File: src/design/wspm_pkg.sv
`timescale 1ns / 1ps

package wspm_pkg;

   localparam int SLOTS_DEFAULT = 8;

   localparam int OP_W    = 3;
   localparam int IDX_W   = 3;
   localparam int STATE_W = 3;
   localparam int SEQ_W   = 8;
   localparam int STAMP_W = 32;

   localparam logic [STATE_W-1:0] ST_FREE    = 3'd0;
   localparam logic [STATE_W-1:0] ST_PENDING = 3'd1;

   typedef enum logic [OP_W-1:0] {
      OP_ALLOC       = 3'd0,
      OP_FREE        = 3'd1,
      OP_TAKE_OLDEST = 3'd2,
      OP_FIND_SEQ    = 3'd3,
      OP_SET_STATE   = 3'd4,
      OP_SET_SEQ     = 3'd5
   } op_type;

   typedef struct packed {
      logic [STATE_W-1:0] state;
      logic [STAMP_W-1:0] stamp;
      logic [SEQ_W-1:0]   seq;
   } slot_entry_type;

   localparam int ENTRY_W = $bits(slot_entry_type);

   // controller -> datapath
   typedef struct packed {
      logic load;    // latch request, clear pick
      logic issue;   // read next slot
      logic commit;  // write back, register response
   } ctl_cmd_type;

   // datapath -> controller
   typedef struct packed {
      logic scan_last;
   } ctl_status_type;

endpackage

File: src/design/wspm_ram.sv
`timescale 1ns / 1ps

module wspm_ram #(
   parameter int WIDTH = 8,
   parameter int DEPTH = 8
) (
   input  logic                     clock,
   input  logic                     wr_en,
   input  logic [$clog2(DEPTH)-1:0] wr_addr,
   input  logic [WIDTH-1:0]         wr_data,
   input  logic                     rd_en,
   input  logic [$clog2(DEPTH)-1:0] rd_addr,
   output logic [WIDTH-1:0]         rd_data
);

   logic [WIDTH-1:0] mem [DEPTH];
   logic [WIDTH-1:0] rd_data_ff;

   always_ff @(posedge clock) begin
      if (wr_en) begin
         mem[wr_addr] <= wr_data;
      end
      if (rd_en) begin
         rd_data_ff <= mem[rd_addr];
      end
   end

   assign rd_data = rd_data_ff;

endmodule

File: src/design/wspm_ctrl.sv
`timescale 1ns / 1ps

module wspm_ctrl (
   input  logic                    clock,
   input  logic                    reset,
   input  logic                    start,
   output logic                    busy,
   output logic                    rsp_valid,
   output wspm_pkg::ctl_cmd_type    cmd,
   input  wspm_pkg::ctl_status_type status
);

   import wspm_pkg::*;

   typedef enum logic [1:0] {
      IDLE,
      SCAN,
      DRAIN,
      COMMIT
   } state_type;

   state_type state_ff;
   state_type state_in;
   logic      rsp_valid_ff;
   logic      accept;

   // a new beat may enter during write-back; its reads start after the write
   assign busy   = !(state_ff == IDLE || state_ff == COMMIT);
   assign accept = start && !busy;

   always_comb begin
      cmd.load   = accept;
      cmd.issue  = (state_ff == SCAN);
      cmd.commit = (state_ff == COMMIT);
      state_in   = state_ff;
      case (state_ff)
         IDLE: begin
            if (accept) state_in = SCAN;
         end
         SCAN: begin
            if (status.scan_last) state_in = DRAIN;
         end
         DRAIN: begin
            state_in = COMMIT;
         end
         COMMIT: begin
            state_in = accept ? SCAN : IDLE;
         end
         default: begin
            state_in = IDLE;
         end
      endcase
   end

   always_ff @(posedge clock) begin
      if (reset) begin
         state_ff     <= IDLE;
         rsp_valid_ff <= 1'b0;
      end else begin
         state_ff     <= state_in;
         rsp_valid_ff <= (state_ff == COMMIT);
      end
   end

   assign rsp_valid = rsp_valid_ff;

   a_load_enters_scan: assert property (@(posedge clock) disable iff (reset)
      cmd.load |=> state_ff == SCAN)
      else $error("accepted beat did not start a scan");

   a_rsp_after_commit: assert property (@(posedge clock) disable iff (reset)
      rsp_valid_ff |-> $past(state_ff == COMMIT))
      else $error("response strobe without write-back");

   a_drain_to_commit: assert property (@(posedge clock) disable iff (reset)
      state_ff == DRAIN |=> state_ff == COMMIT)
      else $error("drain not followed by write-back");

endmodule

File: src/design/wspm_datapath.sv
`timescale 1ns / 1ps

module wspm_datapath #(
   parameter int SLOTS = wspm_pkg::SLOTS_DEFAULT
) (
   input  logic                          clock,
   input  logic                          reset,
   input  wspm_pkg::ctl_cmd_type          cmd,
   output wspm_pkg::ctl_status_type       status,
   input  logic [wspm_pkg::OP_W-1:0]      req_operation,
   input  logic [wspm_pkg::IDX_W-1:0]     req_slot_index,
   input  logic [wspm_pkg::STATE_W-1:0]   req_state_code,
   input  logic [wspm_pkg::SEQ_W-1:0]     req_seq_value,
   input  logic [wspm_pkg::IDX_W-1:0]     req_skip_index,
   input  logic                          req_skip_valid,
   input  logic [wspm_pkg::STAMP_W-1:0]   req_current_tick,
   output logic                          rsp_found,
   output logic [wspm_pkg::IDX_W-1:0]     rsp_result_index
);

   import wspm_pkg::*;

   localparam int CW = $clog2(SLOTS);
   localparam int IW = (CW > IDX_W) ? CW : IDX_W;

   logic [OP_W-1:0]    op_ff;
   logic [IDX_W-1:0]   idx_ff;
   logic [STATE_W-1:0] code_ff;
   logic [SEQ_W-1:0]   seq_ff;
   logic [IDX_W-1:0]   skip_ff;
   logic               skip_on_ff;
   logic [STAMP_W-1:0] tick_ff;

   logic [CW-1:0]      cnt_ff;
   logic               eval_en_ff;
   logic [CW-1:0]      eval_idx_ff;
   logic               vld_q_ff;
   logic [SLOTS-1:0]   valid_ff;

   logic               hit_ff;
   logic [CW-1:0]      pick_idx_ff;
   slot_entry_type     pick_entry_ff;

   logic               rsp_found_ff;
   logic [IDX_W-1:0]   rsp_index_ff;

   logic [ENTRY_W-1:0] rd_data;
   slot_entry_type     entry_q;
   slot_entry_type     wr_entry;
   logic               wr_en;
   logic               take_it;
   logic               writes;
   logic               reports;
   logic [IW-1:0]      eval_w;
   logic [IW-1:0]      pick_w;

   assign status.scan_last = (cnt_ff == CW'(SLOTS - 1));

   // entries never written read as the reset value
   assign entry_q = vld_q_ff ? slot_entry_type'(rd_data) : '0;
   assign eval_w  = IW'(eval_idx_ff);
   assign pick_w  = IW'(pick_idx_ff);

   always_comb begin
      take_it  = 1'b0;
      writes   = 1'b0;
      reports  = 1'b0;
      wr_entry = pick_entry_ff;
      case (op_ff)
         OP_ALLOC: begin
            take_it        = !hit_ff && entry_q.state == ST_FREE;
            writes         = 1'b1;
            reports        = 1'b1;
            wr_entry.state = ST_PENDING;
         end
         OP_FREE: begin
            take_it  = eval_w == IW'(idx_ff);
            writes   = 1'b1;
            wr_entry = '0;
         end
         OP_TAKE_OLDEST: begin
            take_it        = entry_q.state == code_ff &&
                             (!hit_ff || entry_q.stamp < pick_entry_ff.stamp);
            writes         = 1'b1;
            reports        = 1'b1;
            wr_entry.stamp = tick_ff;
         end
         OP_FIND_SEQ: begin
            take_it = !hit_ff && !(skip_on_ff && eval_w == IW'(skip_ff)) &&
                      entry_q.state != ST_FREE && entry_q.seq == seq_ff;
            reports = 1'b1;
         end
         OP_SET_STATE: begin
            take_it        = eval_w == IW'(idx_ff);
            writes         = 1'b1;
            wr_entry.state = code_ff;
         end
         OP_SET_SEQ: begin
            take_it      = eval_w == IW'(idx_ff);
            writes       = 1'b1;
            wr_entry.seq = seq_ff;
         end
         default: begin
            take_it = 1'b0;
         end
      endcase
   end

   assign wr_en = cmd.commit && hit_ff && writes;

   wspm_ram #(
      .WIDTH(ENTRY_W),
      .DEPTH(SLOTS)
   ) u_slot_ram (
      .clock  (clock),
      .wr_en  (wr_en),
      .wr_addr(pick_idx_ff),
      .wr_data(wr_entry),
      .rd_en  (cmd.issue),
      .rd_addr(cnt_ff),
      .rd_data(rd_data)
   );

   always_ff @(posedge clock) begin
      if (reset) begin
         valid_ff   <= '0;
         eval_en_ff <= 1'b0;
         hit_ff     <= 1'b0;
         cnt_ff     <= '0;
      end else begin
         eval_en_ff <= cmd.issue;
         if (wr_en) begin
            valid_ff[pick_idx_ff] <= 1'b1;
         end
         if (cmd.load) begin
            cnt_ff <= '0;
         end else if (cmd.issue && !status.scan_last) begin
            cnt_ff <= cnt_ff + CW'(1);
         end
         if (cmd.load) begin
            hit_ff <= 1'b0;
         end else if (eval_en_ff && take_it) begin
            hit_ff <= 1'b1;
         end
      end
   end

   always_ff @(posedge clock) begin
      if (cmd.issue) begin
         eval_idx_ff <= cnt_ff;
         vld_q_ff    <= valid_ff[cnt_ff];
      end
      if (cmd.load) begin
         op_ff       <= req_operation;
         idx_ff      <= req_slot_index;
         code_ff     <= req_state_code;
         seq_ff      <= req_seq_value;
         skip_ff     <= req_skip_index;
         skip_on_ff  <= req_skip_valid;
         tick_ff     <= req_current_tick;
         pick_idx_ff <= '0;
      end else if (eval_en_ff && take_it) begin
         pick_idx_ff   <= eval_idx_ff;
         pick_entry_ff <= entry_q;
      end
      if (cmd.commit) begin
         rsp_found_ff <= hit_ff && reports;
         rsp_index_ff <= (hit_ff && reports) ? pick_w[IDX_W-1:0] : '0;
      end
   end

   assign rsp_found        = rsp_found_ff;
   assign rsp_result_index = rsp_index_ff;

   a_write_only_commit: assert property (@(posedge clock) disable iff (reset)
      wr_en |-> cmd.commit && hit_ff)
      else $error("slot write outside write-back");

   a_eval_follows_read: assert property (@(posedge clock) disable iff (reset)
      cmd.issue |=> eval_en_ff)
      else $error("read data not evaluated");

   a_load_clears_hit: assert property (@(posedge clock) disable iff (reset)
      cmd.load |=> !hit_ff)
      else $error("pick not cleared for new beat");

endmodule

File: src/design/work_slot_pool_manager_top.sv
`timescale 1ns / 1ps

// Channel   Ports              Handshake
// request   start, busy, req_*  beat taken when start && !busy
// response  rsp_valid, rsp_*    one-cycle strobe, always taken
//
// Every operation walks the slot RAM read port one entry per cycle, then a
// drain state takes the last registered read and a write-back state writes
// back; the next accept can come during write-back. The response strobe is
// registered and follows in the cycle after write-back. Reset is synchronous;
// per-slot valid flops are cleared so every slot reads as free with zero stamp
// and sequence, with no clearing pass. The response side cannot stall.

module work_slot_pool_manager_top #(
   parameter int SLOTS = wspm_pkg::SLOTS_DEFAULT
) (
   input  logic                        clock,
   input  logic                        reset,
   input  logic                        start,
   output logic                        busy,
   input  logic [wspm_pkg::OP_W-1:0]    req_operation,
   input  logic [wspm_pkg::IDX_W-1:0]   req_slot_index,
   input  logic [wspm_pkg::STATE_W-1:0] req_state_code,
   input  logic [wspm_pkg::SEQ_W-1:0]   req_seq_value,
   input  logic [wspm_pkg::IDX_W-1:0]   req_skip_index,
   input  logic                        req_skip_valid,
   input  logic [wspm_pkg::STAMP_W-1:0] req_current_tick,
   output logic                        rsp_valid,
   output logic                        rsp_found,
   output logic [wspm_pkg::IDX_W-1:0]   rsp_result_index
);

   import wspm_pkg::*;

   ctl_cmd_type    cmd;
   ctl_status_type status;

   wspm_ctrl u_ctrl (
      .clock    (clock),
      .reset    (reset),
      .start    (start),
      .busy     (busy),
      .rsp_valid(rsp_valid),
      .cmd      (cmd),
      .status   (status)
   );

   wspm_datapath #(
      .SLOTS(SLOTS)
   ) u_datapath (
      .clock           (clock),
      .reset           (reset),
      .cmd             (cmd),
      .status          (status),
      .req_operation   (req_operation),
      .req_slot_index  (req_slot_index),
      .req_state_code  (req_state_code),
      .req_seq_value   (req_seq_value),
      .req_skip_index  (req_skip_index),
      .req_skip_valid  (req_skip_valid),
      .req_current_tick(req_current_tick),
      .rsp_found       (rsp_found),
      .rsp_result_index(rsp_result_index)
   );

endmodule

File: config.mk
export PLATFORM = sky130hd
export DESIGN_NAME = work_slot_pool_manager_top
export DESIGN_NICKNAME = d
export VERILOG_FILES = /design/src/design/wspm_pkg.sv /design/src/design/wspm_ram.sv /design/src/design/wspm_ctrl.sv /design/src/design/wspm_datapath.sv /design/src/design/work_slot_pool_manager_top.sv
export SDC_FILE = /design/constraint.sdc
export NUM_CORES = 1
export LEC_CHECK = 0
export BUFFER_PORTS_ARGS = -buffer_cell sky130_fd_sc_hd__buf_2
export CAP_MARGIN = 20
export CORE_MARGIN = 1.5
export CORE_UTILIZATION = 40
export DETAILED_ROUTE_END_ITERATION = 16
export SLEW_MARGIN = 20
export SYNTH_ARGS = -nofsm -noshare
export SYNTH_HDL_FRONTEND = slang
export SYNTH_HIERARCHICAL = 1
export SYNTH_SLANG_ARGS = --single-unit
File: constraint.sdc
create_clock -name clock -period 14.8 [get_ports clock]
set_input_delay 0 -clock clock [delete_from_list [all_inputs] [get_ports clock]]
set_output_delay 0 -clock clock [all_outputs]
set_load 0.05 [all_outputs]
== After elaboration in Yosys (flattened, before gate mapping) ==
Memories as Yosys holds them, arrays and structs flattened. A register that Yosys moved wholly into a read port is not among the register bits.
Cells that the tools add are included.

* $add $sub $neg: 1
* Order comparisons: 4
* Eq/ne operators: 15
* Muxes and demuxes: 17
* Bitwise logic cells: 2
* Reduce and logical (&&, ||, !) cells: 29

{| class="wikitable"
|+ Operator list
! cell !! number
|-
| 32-bit case mux with 2 select lines || 1
|-
| 43-bit 2-to-1 mux || 1
|-
| 32-bit < comparator || 1
|-
| 8-bit case mux with 2 select lines || 1
|-
| 1-bit logical AND || 13
|-
| 3-bit == test || 3
|-
| 3-bit == test, second input constant || 3
|-
| 3-bit case mux with 3 select lines || 1
|-
| 8-bit == test || 1
|-
| 3-bit by 4-bit < comparator with 1-bit output, second input constant || 2
|-
| 8-bit OR || 1
|-
| 2-bit case mux with 4 select lines || 1
|-
| 1-bit 2-to-1 mux || 7
|-
| 3-bit by 2-bit == test with 1-bit output, second input constant || 2
|-
| 3-bit zero test || 2
|-
| 3-bit OR reduction || 2
|-
| 5-bit OR reduction || 1
|-
| 2-bit == test, second input constant || 2
|-
| 1-bit zero test || 4
|-
| 2-bit 2-to-1 mux || 2
|-
| 2-bit by 1-bit != test with 1-bit output, second input constant || 2
|-
| 1-bit case mux with 4 select lines || 1
|-
| 2-bit AND reduction || 2
|-
| 3-bit by 1-bit adder with 3-bit output, second input constant || 1
|-
| other kinds (10) || 11
|}

* Flip-flop bits (word level): 123
* Bits in writable memories: 344
* Input port bits: 56
* Output and inout port bits: 6
* Word-level logic and storage cells: 90
* Memories: 1

{| class="wikitable"
|+ Memories
! memory !! depth !! bits a word !! rd ports !! clocked after Yosys merged registers in !! write ports !! line !! RTL
|-
| u_datapath.u_slot_ram.mem || 8 || 43 || 1 || 1 || 1 || wspm_ram.sv:16 || <nowiki>logic [WIDTH-1:0] mem [DEPTH];</nowiki>
|}

== Depth between registers and ports, before layout ==
Gate-level depths: netlist of run 1.

* Word-level depth: 9
* Mapped depth: 12
* Gate-level depth less buffers: 9

== Modules after synthesis ==
The synthesis of run 1 kept the hierarchy.

{| class="wikitable"
|+ Modules (own cells, without submodules)
! module !! times used !! cells each !! area each (um^2) !! sequential area each (um^2)
|-
| wspm_ram || 1 || 554 || 14457.6 || 11621.1
|-
| wspm_datapath || 1 || 465 || 5830.6 || 3443.3
|-
| wspm_ctrl || 1 || 22 || 215.2 || 60.1
|}

== Least setup slack after synthesis of run 1 ==
No wires, ideal clock.

* Path type: register to register
* From: register u_datapath.vld_q_ff
* To: register u_datapath/pick_entry_ff[0] (netlist bit) (enable)
* Library setup time: 0.444 ns
* Data arrival time: 4.226 ns
* Data required time: 14.356 ns
* Setup slack: 10.130 ns
* Stages on the path, launching flop included: 12
* Buffers on the path: 3
* Clock period less this slack: 4.670 ns
* Path through: edfxtp_1 -> buf_4 -> clkbuf_1 -> clkbuf_1 -> and2_1 -> ha_1 -> a211oi_2 -> nor2_1 -> or4_1 -> a2111oi_4 -> a211oi_2 -> nor2_1

{| class="wikitable"
|+ RTL lines
! item !! line !! RTL
|-
| from (decl) || wspm_datapath.sv:37 || <nowiki>logic vld_q_ff;</nowiki>
|-
| from (signal assigned) || wspm_datapath.sv:151 || <nowiki>vld_q_ff <= valid_ff[cnt_ff];</nowiki>
|-
| to (signal assigned) || wspm_datapath.sv:164 || <nowiki>pick_entry_ff <= entry_q;</nowiki>
|-
| to (decl) || wspm_datapath.sv:42 || <nowiki>slot_entry_type pick_entry_ff;</nowiki>
|}

==> results of run 1 <==
## power by group through the flow
stage          clock network, mW  registers, mW  logic (mW)
2_1_floorplan                  0           1.85       0.467
6_report                    1.29           1.87       0.579
5_1_grt                     1.38           1.89       0.639
3_3_place_gp                   0           1.90       0.562
4_1_cts                     1.33           1.88       0.589
3_5_place_dp                   0           1.90       0.574
## cell type report
cell class / count / area share (%)
flip-flops and latches: 510 / 63.5
multi-input cells: 446 / 21.0
clock buffers: 69 / 6.04
repair buffers: 136 / 4.23
well taps: 672 / 3.53
clock inverters: 30 / 1.05
inverters: 41 / 0.646
## cells by family after synthesis
family,synth area share [%]
AO/OA/AOI/OAI,3.72
flip-flops,73.8
buffers and inverters,2.22
multiplexers,13.1
AND/OR/NAND/NOR,4.33
adder cells (fa/ha/maj),2.26
XOR/XNOR,0.592
## metal layers
| layer | track usage (%) | part of all wire, % |
|---|---|---|
| met5 | 0 | 0 |
| met4 | 4.09 | 1.9 |
| met3 | 2.80 | 4.2 |
| met2 | 25.5 | 47 |
| met1 | 23.4 | 47 |
## registers in the layout (all words and copies together) (netlist names), 2 cells and up
signal and count:
u_datapath/u_slot_ram/mem 344, u_datapath/pick_entry_ff 43, u_datapath/u_slot_ram/rd_data 43, u_datapath/tick_ff 32, u_datapath/seq_ff 8, u_datapath/valid_ff 8
u_datapath/cnt_ff 3, u_datapath/code_ff 3, u_datapath/eval_idx_ff 3, u_datapath/idx_ff 3, u_datapath/op_ff 3, u_datapath/pick_idx_ff 3
u_datapath/rsp_result_index 3, u_datapath/skip_ff 3, u_ctrl/state_ff 2
## per-stage QoR
stage	cell area [um^2]	setup WS, ns	std cells	power [mW]	utilization [%]
floorplan	20500	10.13	1041	2.32	-
global placement	21600	11.09	1749	2.47	42.8
detailed placement	21600	11.03	1749	2.48	42.8
CTS	23800	10.95	1904	3.79	47.3
global route	23800	10.73	1904	3.90	47.3
finish	23800	11.01	1904	3.74	47.3
## placed cells by master, fill, tap and decap left out, drive strengths merged, types with 25 or more instances in the layout
cell type,netlist,routed
mux2,44,44
buf,22,80
clkbuf,22,69
and2,45,45
edfxtp,491,491
nor2,25,25
a22o,32,32
mux4,88,88
inv,41,43
ha,37,37
nand2,30,30
dlygate4sd3,0,56
## worst max-delay path by stage
stage	cells after the start	from	to
after detailed placement	10	u_datapath/vld_q_ff	u_datapath/pick_entry_ff[38]
after global placement	10	u_datapath/vld_q_ff	u_datapath/pick_entry_ff[41]
final	10	u_datapath/vld_q_ff	u_datapath/pick_entry_ff[38]
after global routing	10	u_datapath/vld_q_ff	u_datapath/pick_entry_ff[38]
after CTS	10	u_datapath/vld_q_ff	u_datapath/pick_entry_ff[38]
after floorplan	11	u_datapath/vld_q_ff	u_datapath/pick_entry_ff[0]
## repair_timing
action,4_1_cts,5_1_grt
hold buffers,56,0
endpoints found under the setup margin,0,0
hold endpoints to repair,69,0
==> results.yml, run 1 <==
clock_tree:
  cts_buffers: 53
  clockBufferDepth: 3
  root_buffer: "clkbuf_16"
  cts.sink_count: 510
  insertion_delay_ns: 0.61
  path_clk_slew_ns: 0.06
  cts-htree-levels: 2
  tritoncts: "done"
  cts_resized: 0
  postCtsSetupRepairBufs: 0
worst_setup_path:
  arrival_ns: 4.04
  r2r_end: "u_datapath/pick_entry_ff[38]"
  rrSetupSlack_ns: 11.01
  crit_chain: "buf_4, and2_1, ha_1, a211oi_2, nor2_1, or4_1, a2111oi_4, a211oi_2, nor2_4, buf_4"
  r2r_cells: 10
  crit_family: "simple AND/OR/NAND/NOR gates"
  path_class: "reg -> reg"
  critPathMaxFanout: 48
  worstPathRequired_ns: 15.06
  critPathBufInv: 2
  cpPeakStageDelay_ns: 0.48
  r2r-start: "u_datapath/vld_q_ff"
  endpoint_kind: "flop"
  critPathLaunchType: "flop"
  slowest_stage: "nor2_4"
timing:
  slew-limit-headroom_pct: 26.7
  max_freq_mhz: 264
  slew_violations: 0
  period_minus_slack_ns: 3.79
  final-hold-violation-count: 0
  tightest_slew_ns: 1.10
  rsz0062_at_grt: "no"
  setup_viol: 0
  fin_skew_ns: 0.0261
  hold_slack_ns: 0.0894
  fin_crit_sh_pct: 25.6
  fin_setup_tns_ns: 0
route:
  postRouteAntennaNets: 0
  drc: 0
  wl_per_cell_um: 22.1
  drt_pre_antenna_iters: 5
  viasPerCell: 5.25
  routed_wl_mm: 42.1
  drtIter0Drc: 727
  vias: 9995
finish:
  insertedDiodeCount: 0
  fin_nets: 1281
  multi_input_area_mm2: 0.00500
  area_growth_pct: 16.2
  fill_cells: 4170
  drive_above_1_share_pct: 25.8
  regArea_mm2: 0.0151
run_status:
  outcome: "finished clean"
die:
  die_y_um: 229
  rows: 82
  ios: 62
  start_util_pct: 40.7
  core_mm2: 0.0504
  die_x_um: 229
  die_area_mm2: 0.0526
flow_run:
  timing.max_cap.violations: 0
grt:
  antenna_found_initial: 0
  grt_util_all_layers_pct: 16.2
  overflow: 0
  grt_max_degree: 52
  grt_pass1_wl_mm: 63.7
  grt_pass1_vias: 10200
synth:
  synth.avg_cell_area_um2: 19.7
  synth_nets: 1134
  async_reset_ff_share_pct: 0
  ys_top_cells_by_area: "edfxtp_1 (72%), mux4_2 (9.3%), mux2_4 (2.9%)"
  syn_inst: 1041
  synth_edf_count: 491
  syn_area_mm2: 0.0205
  yosys_warnings: 6
  synth_top_area_share_pct: 71.9
  yosysSeqAreaShare_pct: 73.8
  synth_common_cells: "edfxtp_1 (491), mux4_2 (85), and2_1 (43)"
  ys_ff_latch: 510
  synth_top_cell_by_area: "edfxtp_1"
  synth_most_common_cell: "edfxtp_1"
  synth_cell_types: 67
  synth_flop_cell: "edfxtp_1"
power_and_ir_drop:
  leakage_nw: 8.00
  p_per_area_mw_per_mm2: 157
  ir_worst_vdd_uv: 98.5
  swShare_pct: 25.8
  clkPwrFrac_pct: 34.5
  p_sw_mw: 0.966
  cell_internal_pwr_mw: 2.78
  combinationalPowerShare_pct: 15.5
  seqPwrFrac_pct: 50.0
placed_design:
  hpwl_mm: 22.4
  gp_routability_congestion: 0.753
  io_buffers: 61
min_path:
  holdPathEnd: "u_datapath/tick_ff[23]"
  hp-class: "in -> reg"
  worstHoldPathCells: 2
  hold_start: "req_current_tick[23]"
No activity file was read; power rests on OpenSTA's default activity.
==> run 2, diff against run 1 <==
==> constraint.sdc (replaced) <==
create_clock -name clock -period 4 [get_ports clock]
set_input_delay 0 -clock clock [delete_from_list [all_inputs] [get_ports clock]]
set_output_delay 0 -clock clock [all_outputs]
set_load 0.05 [all_outputs]
==> results.yml, run 2 (same netlist as run 1, synthesis figures left out) <==
run_status:
  outcome: "finished clean"
route:
  viasPerCell: 5.21
  routed_wl_mm: 42.1
  drt_pre_antenna_iters: 7
  postRouteAntennaNets: 0
  wl_per_cell_um: 22.0
  drc: 0
  drtIter0Drc: 675
  vias: 9974
worst_setup_path:
  cpMostUsedCell: "a211oi_2"
  worstPathRequired_ns: 4.28
  critPathLaunchType: "flop"
  slowest_stage: "nor2_4"
  path_class: "reg -> reg"
  cpPeakStageDelay_ns: 0.56
  critPathMaxFanout: 32
  arrival_ns: 3.74
  crit_chain: "buf_4, and2_1, ha_1, a211oi_2, nor2_1, or4_1, a2111oi_4, a211oi_2, nor2_4, buf_12"
  endpoint_kind: "flop"
timing:
  rsz0062_at_grt: "no"
  fin_setup_tns_ns: 0
  period_minus_slack_ns: 3.46
  slew-limit-headroom_pct: 37.4
  slew_violations: 0
  tightest_slew_ns: 0.930
  setup_viol: 0
  fin_skew_ns: 0.0242
  max_freq_mhz: 289
  final-hold-violation-count: 0
  fin_crit_sh_pct: 86.6
finish:
  postLayoutCoreUtil_pct: 47.7
  insertedDiodeCount: 0
  final_cell_mix: "edfxtp_1 (491), mux4_2 (85), buf_2 (61), clkbuf_16 (55), dlygate4sd3_1 (55)"
  final_common_cell: "edfxtp_1"
  largest_register_ffs: 344
  largest-register: "u_datapath/u_slot_ram/mem"
  fin_nets: 1291
  area_growth_pct: 17.1
  design_area_mm2: 0.0240
  drive_above_1_share_pct: 26.1
min_path:
  hp-class: "in -> reg"
placed_design:
  hpwl_mm: 23.7
  io_buffers: 61
  post_dp_cell_area_mm2: 0.0218
  gp_routability_congestion: 0.749
clock_tree:
  tritoncts: "done"
  root_buffer: "clkbuf_16"
  path_clk_slew_ns: 0.06
  insertion_delay_ns: 0.60
  cts.sink_count: 510
  clockBufferDepth: 3
  cts-htree-levels: 2
  cts_buffers: 54
grt:
  grt_pass1_vias: 10300
  overflow: 0
  antenna_found_initial: 0
  grt_util_all_layers_pct: 16.3
  grt_pass1_wl_mm: 63.9
  grt_max_degree: 57
die:
  core_mm2: 0.0504
  start_util_pct: 40.7
  die_y_um: 229
  ios: 62
  rows: 82
  die_area_mm2: 0.0526
  die_x_um: 229
power_and_ir_drop:
  ir_worst_vdd_uv: 310
  leakage_nw: 8.05
  p_per_area_mw_per_mm2: 578
flow_run:
  timing.max_cap.violations: 0
-- run 2: final timing paths --
| kind | to | cells after the start | startpoint | slack (ns) |
|---|---|---|---|---|
| setup reg to reg | u_datapath/pick_entry_ff[5] | 10 | u_datapath/vld_q_ff | 0.54 |
| hold reg to reg | u_datapath/valid_ff[0] | 2 | u_datapath/valid_ff[0] | 0.47 |
| hold / removal | u_datapath/tick_ff[23] | 2 | req_current_tick[23] | 0.11 |
| setup / recovery | u_datapath/pick_entry_ff[5] | 10 | u_datapath/vld_q_ff | 0.54 |
-- run 2: power breakdown --
group | switching [mW] | internal (mW) | total [mW] | leakage, nW
sequential | 0.286 | 6.62 | 6.90 | 4.64
combinational | 1.24 | 0.956 | 2.20 | 2.59
clock | 2.00 | 2.77 | 4.77 | 0.818
total | 3.53 | 10.3 | 13.9 | 8.05
-- run 2: critical path, delay by kind of cell, from the launching register on --
kind / cells / cell delay [ns]
AOI/OAI and AO/OA: 3 / 0.69
buffers and inverters: 2 / 0.51
and+or+nand+nor: 4 / 1.27
adders and majority gates: 1 / 0.30
DFF: 1 / 0.36
-- run 2: area by class of cell --
type                       instances  area (um^2)
sequential                       510        15100
fill                            4126        26400
multi-input combinational        446         5010
clock inverter                    30          260
tap                              672          841
timing repair buffer             145         1190
inverter                          41          154
clock buffer                      69         1430
-- run 2: per-stage QoR --
| step | power (mW) | worst slack (ns) | hold WS (ns) | cells |
|---|---|---|---|---|
| 2_1_floorplan | 8.58 | 0.0493 | 0.0624 | 1041 |
| 5_1_grt | 14.5 | 0.290 | 0.0863 | 1913 |
| 3_5_place_dp | 9.21 | 0.572 | 0.178 | 1759 |
| 4_1_cts | 14.1 | 0.509 | 0.0646 | 1913 |
| 6_report | 13.9 | 0.537 | 0.107 | 1913 |
| 3_3_place_gp | 9.15 | 0.592 | 0.177 | 1759 |
-- run 2: repair_timing --
item,CTS,global route
setup buffers,0,0
endpoints found under the hold margin,82,0
gates resized for setup,0,0
hold buffers,55,0
-- run 2: metal layers --
| metal | up-vias | global-route usage [%] | wire (um) | part of all wire, % |
|---|---|---|---|---|
| li1 | 4490 | - | - | - |
| met1 | 5176 | 22.6 | 19100 | 45 |
| met2 | 242 | 26.5 | 20300 | 48 |
| met3 | 66 | 2.48 | 1860 | 4.4 |
| met4 | 0 | 4.71 | 842 | 2.0 |
| met5 | - | 0 | 0 | 0 |
==> run 3, diff against run 2 <==
--- a/config.mk
+++ b/config.mk
@@ -10,6 +10,7 @@
 export CORE_MARGIN = 1.5
 export CORE_UTILIZATION = 40
 export DETAILED_ROUTE_END_ITERATION = 16
+export RECOVER_POWER = 100
 export SLEW_MARGIN = 20
 export SYNTH_ARGS = -nofsm -noshare
 export SYNTH_HDL_FRONTEND = slang
==> results.yml, run 3 (same netlist as run 1, synthesis figures left out) <==
timing:
  fin_skew_ns: 0.0224
  slew-limit-headroom_pct: -51.6
  slew_violations: 265
  rsz0062_at_grt: "no"
  fin_crit_sh_pct: 89.2
  fin_setup_tns_ns: 0
  setup_viol: 0
  final-hold-violation-count: 0
  period_minus_slack_ns: 3.57
  tightest_slew_ns: 2.27
  max_freq_mhz: 280
finish:
  largest_register_ffs: 344
  fin_cells: 1913
  drive_above_1_share_pct: 21.9
  final_cell_mix: "edfxtp_1 (491), mux4_2 (85), clkbuf_16 (55), dlygate4sd3_1 (55), buf_2 (51)"
  final_common_cell: "edfxtp_1"
  largest-register: "u_datapath/u_slot_ram/mem"
  insertedDiodeCount: 0
  fin_nets: 1291
  area_growth_pct: 15.9
route:
  drt_pre_antenna_iters: 5
  wl_per_cell_um: 22.0
  postRouteAntennaNets: 0
  drtIter0Drc: 701
  drc: 0
  vias: 9993
  viasPerCell: 5.22
  routed_wl_mm: 42.1
clock_tree:
  clockBufferDepth: 3
  postCtsSetupRepairBufs: 0
  cts.sink_count: 510
  tritoncts: "done"
  cts-htree-levels: 2
  cts_resized: 0
  insertion_delay_ns: 0.60
  cts_buffers: 54
  hold_buffers: 55
  path_clk_slew_ns: 0.06
  root_buffer: "clkbuf_16"
die:
  core_mm2: 0.0504
  die_y_um: 229
  start_util_pct: 40.7
  ios: 62
  die_area_mm2: 0.0526
  rows: 82
  die_x_um: 229
grt:
  grt_max_degree: 57
  antenna_found_initial: 0
  grt_pass1_vias: 10300
  grt_pass1_wl_mm: 63.9
  grt_util_all_layers_pct: 16.3
  overflow: 0
power_and_ir_drop:
  ir_worst_vdd_uv: 310
  p_per_area_mw_per_mm2: 581
  leakage_nw: 7.87
worst_setup_path:
  critPathLaunchType: "flop"
  arrival_ns: 3.75
  endpoint_kind: "flop"
  path_class: "reg -> reg"
  critPathMaxFanout: 43
  worstPathRequired_ns: 4.19
  r2r_cells: 6
placed_design:
  io_buffers: 61
  hpwl_mm: 23.7
  gp_routability_congestion: 0.749
  dp.cells: 1759
min_path:
  hp-class: "in -> reg"
  worstHoldPathCells: 2
flow_run:
  timing.max_cap.violations: 8
run_status:
  outcome: "finished, violations left"
  violations: "max-capacitance violations, max-slew violations"
-- run 3: report_power, final --
part / internal (mW) / leakage, nW / switching (mW) / total [mW]
sequential: 6.62 / 4.63 / 0.285 / 6.91
clock: 2.77 / 0.818 / 2.00 / 4.78
combinational: 0.890 / 2.42 / 1.24 / 2.13
-- run 3: routing by layer --
layer  share of wire [%]  routed length, um  track usage, %  vias up
met4                 2.2                908            4.71        0
met1                  45              19200            22.6     5190
met5                   0                  0               0        -
met2                  48              20200            26.5      235
li1                    -                  -               -     4496
met3                 4.5               1880            2.48       72
-- run 3: critical path: stages, from the launching register on --
cell	delay [ns]
edfxtp_1	0.44
clkbuf_1	0.45
o21ai_0	0.28
and3_1	0.23
nand2_1	0.24
nor3_4	0.19
clkbuf_2	1.29
-- run 3: metrics by stage --
stage	utilization (%)	hold slack, ns	worst slack, ns	power (mW)	cell area (um^2)
final	47.2	0.106	0.433	13.8	23800
after global routing	47.2	0.0863	0.145	14.4	23800
after CTS	47.7	0.0646	0.509	14.1	24000
after detailed placement	43.2	0.178	0.572	9.21	21800
after global placement	43.2	0.177	0.592	9.15	21800
after floorplan	-	0.0624	0.0493	8.58	20500
-- run 3: worst paths after layout --
check	startpoint	to	slack [ns]
max	u_datapath/op_ff[2]	u_datapath/u_slot_ram/mem[4][17]	0.43
min	req_current_tick[23]	u_datapath/tick_ff[23]	0.11
max reg2reg	u_datapath/op_ff[2]	u_datapath/u_slot_ram/mem[4][17]	0.43
min reg2reg	u_datapath/valid_ff[0]	u_datapath/valid_ff[0]	0.47
-- run 3: final cells by class --
cell class / count / area, um^2
fill: 4182 / 26600
sequential: 510 / 15100
multi-input combinational: 446 / 4860
clock buffer: 69 / 1430
timing repair buffer: 145 / 1090
tap: 672 / 841
clock inverter: 30 / 260
inverter: 41 / 154
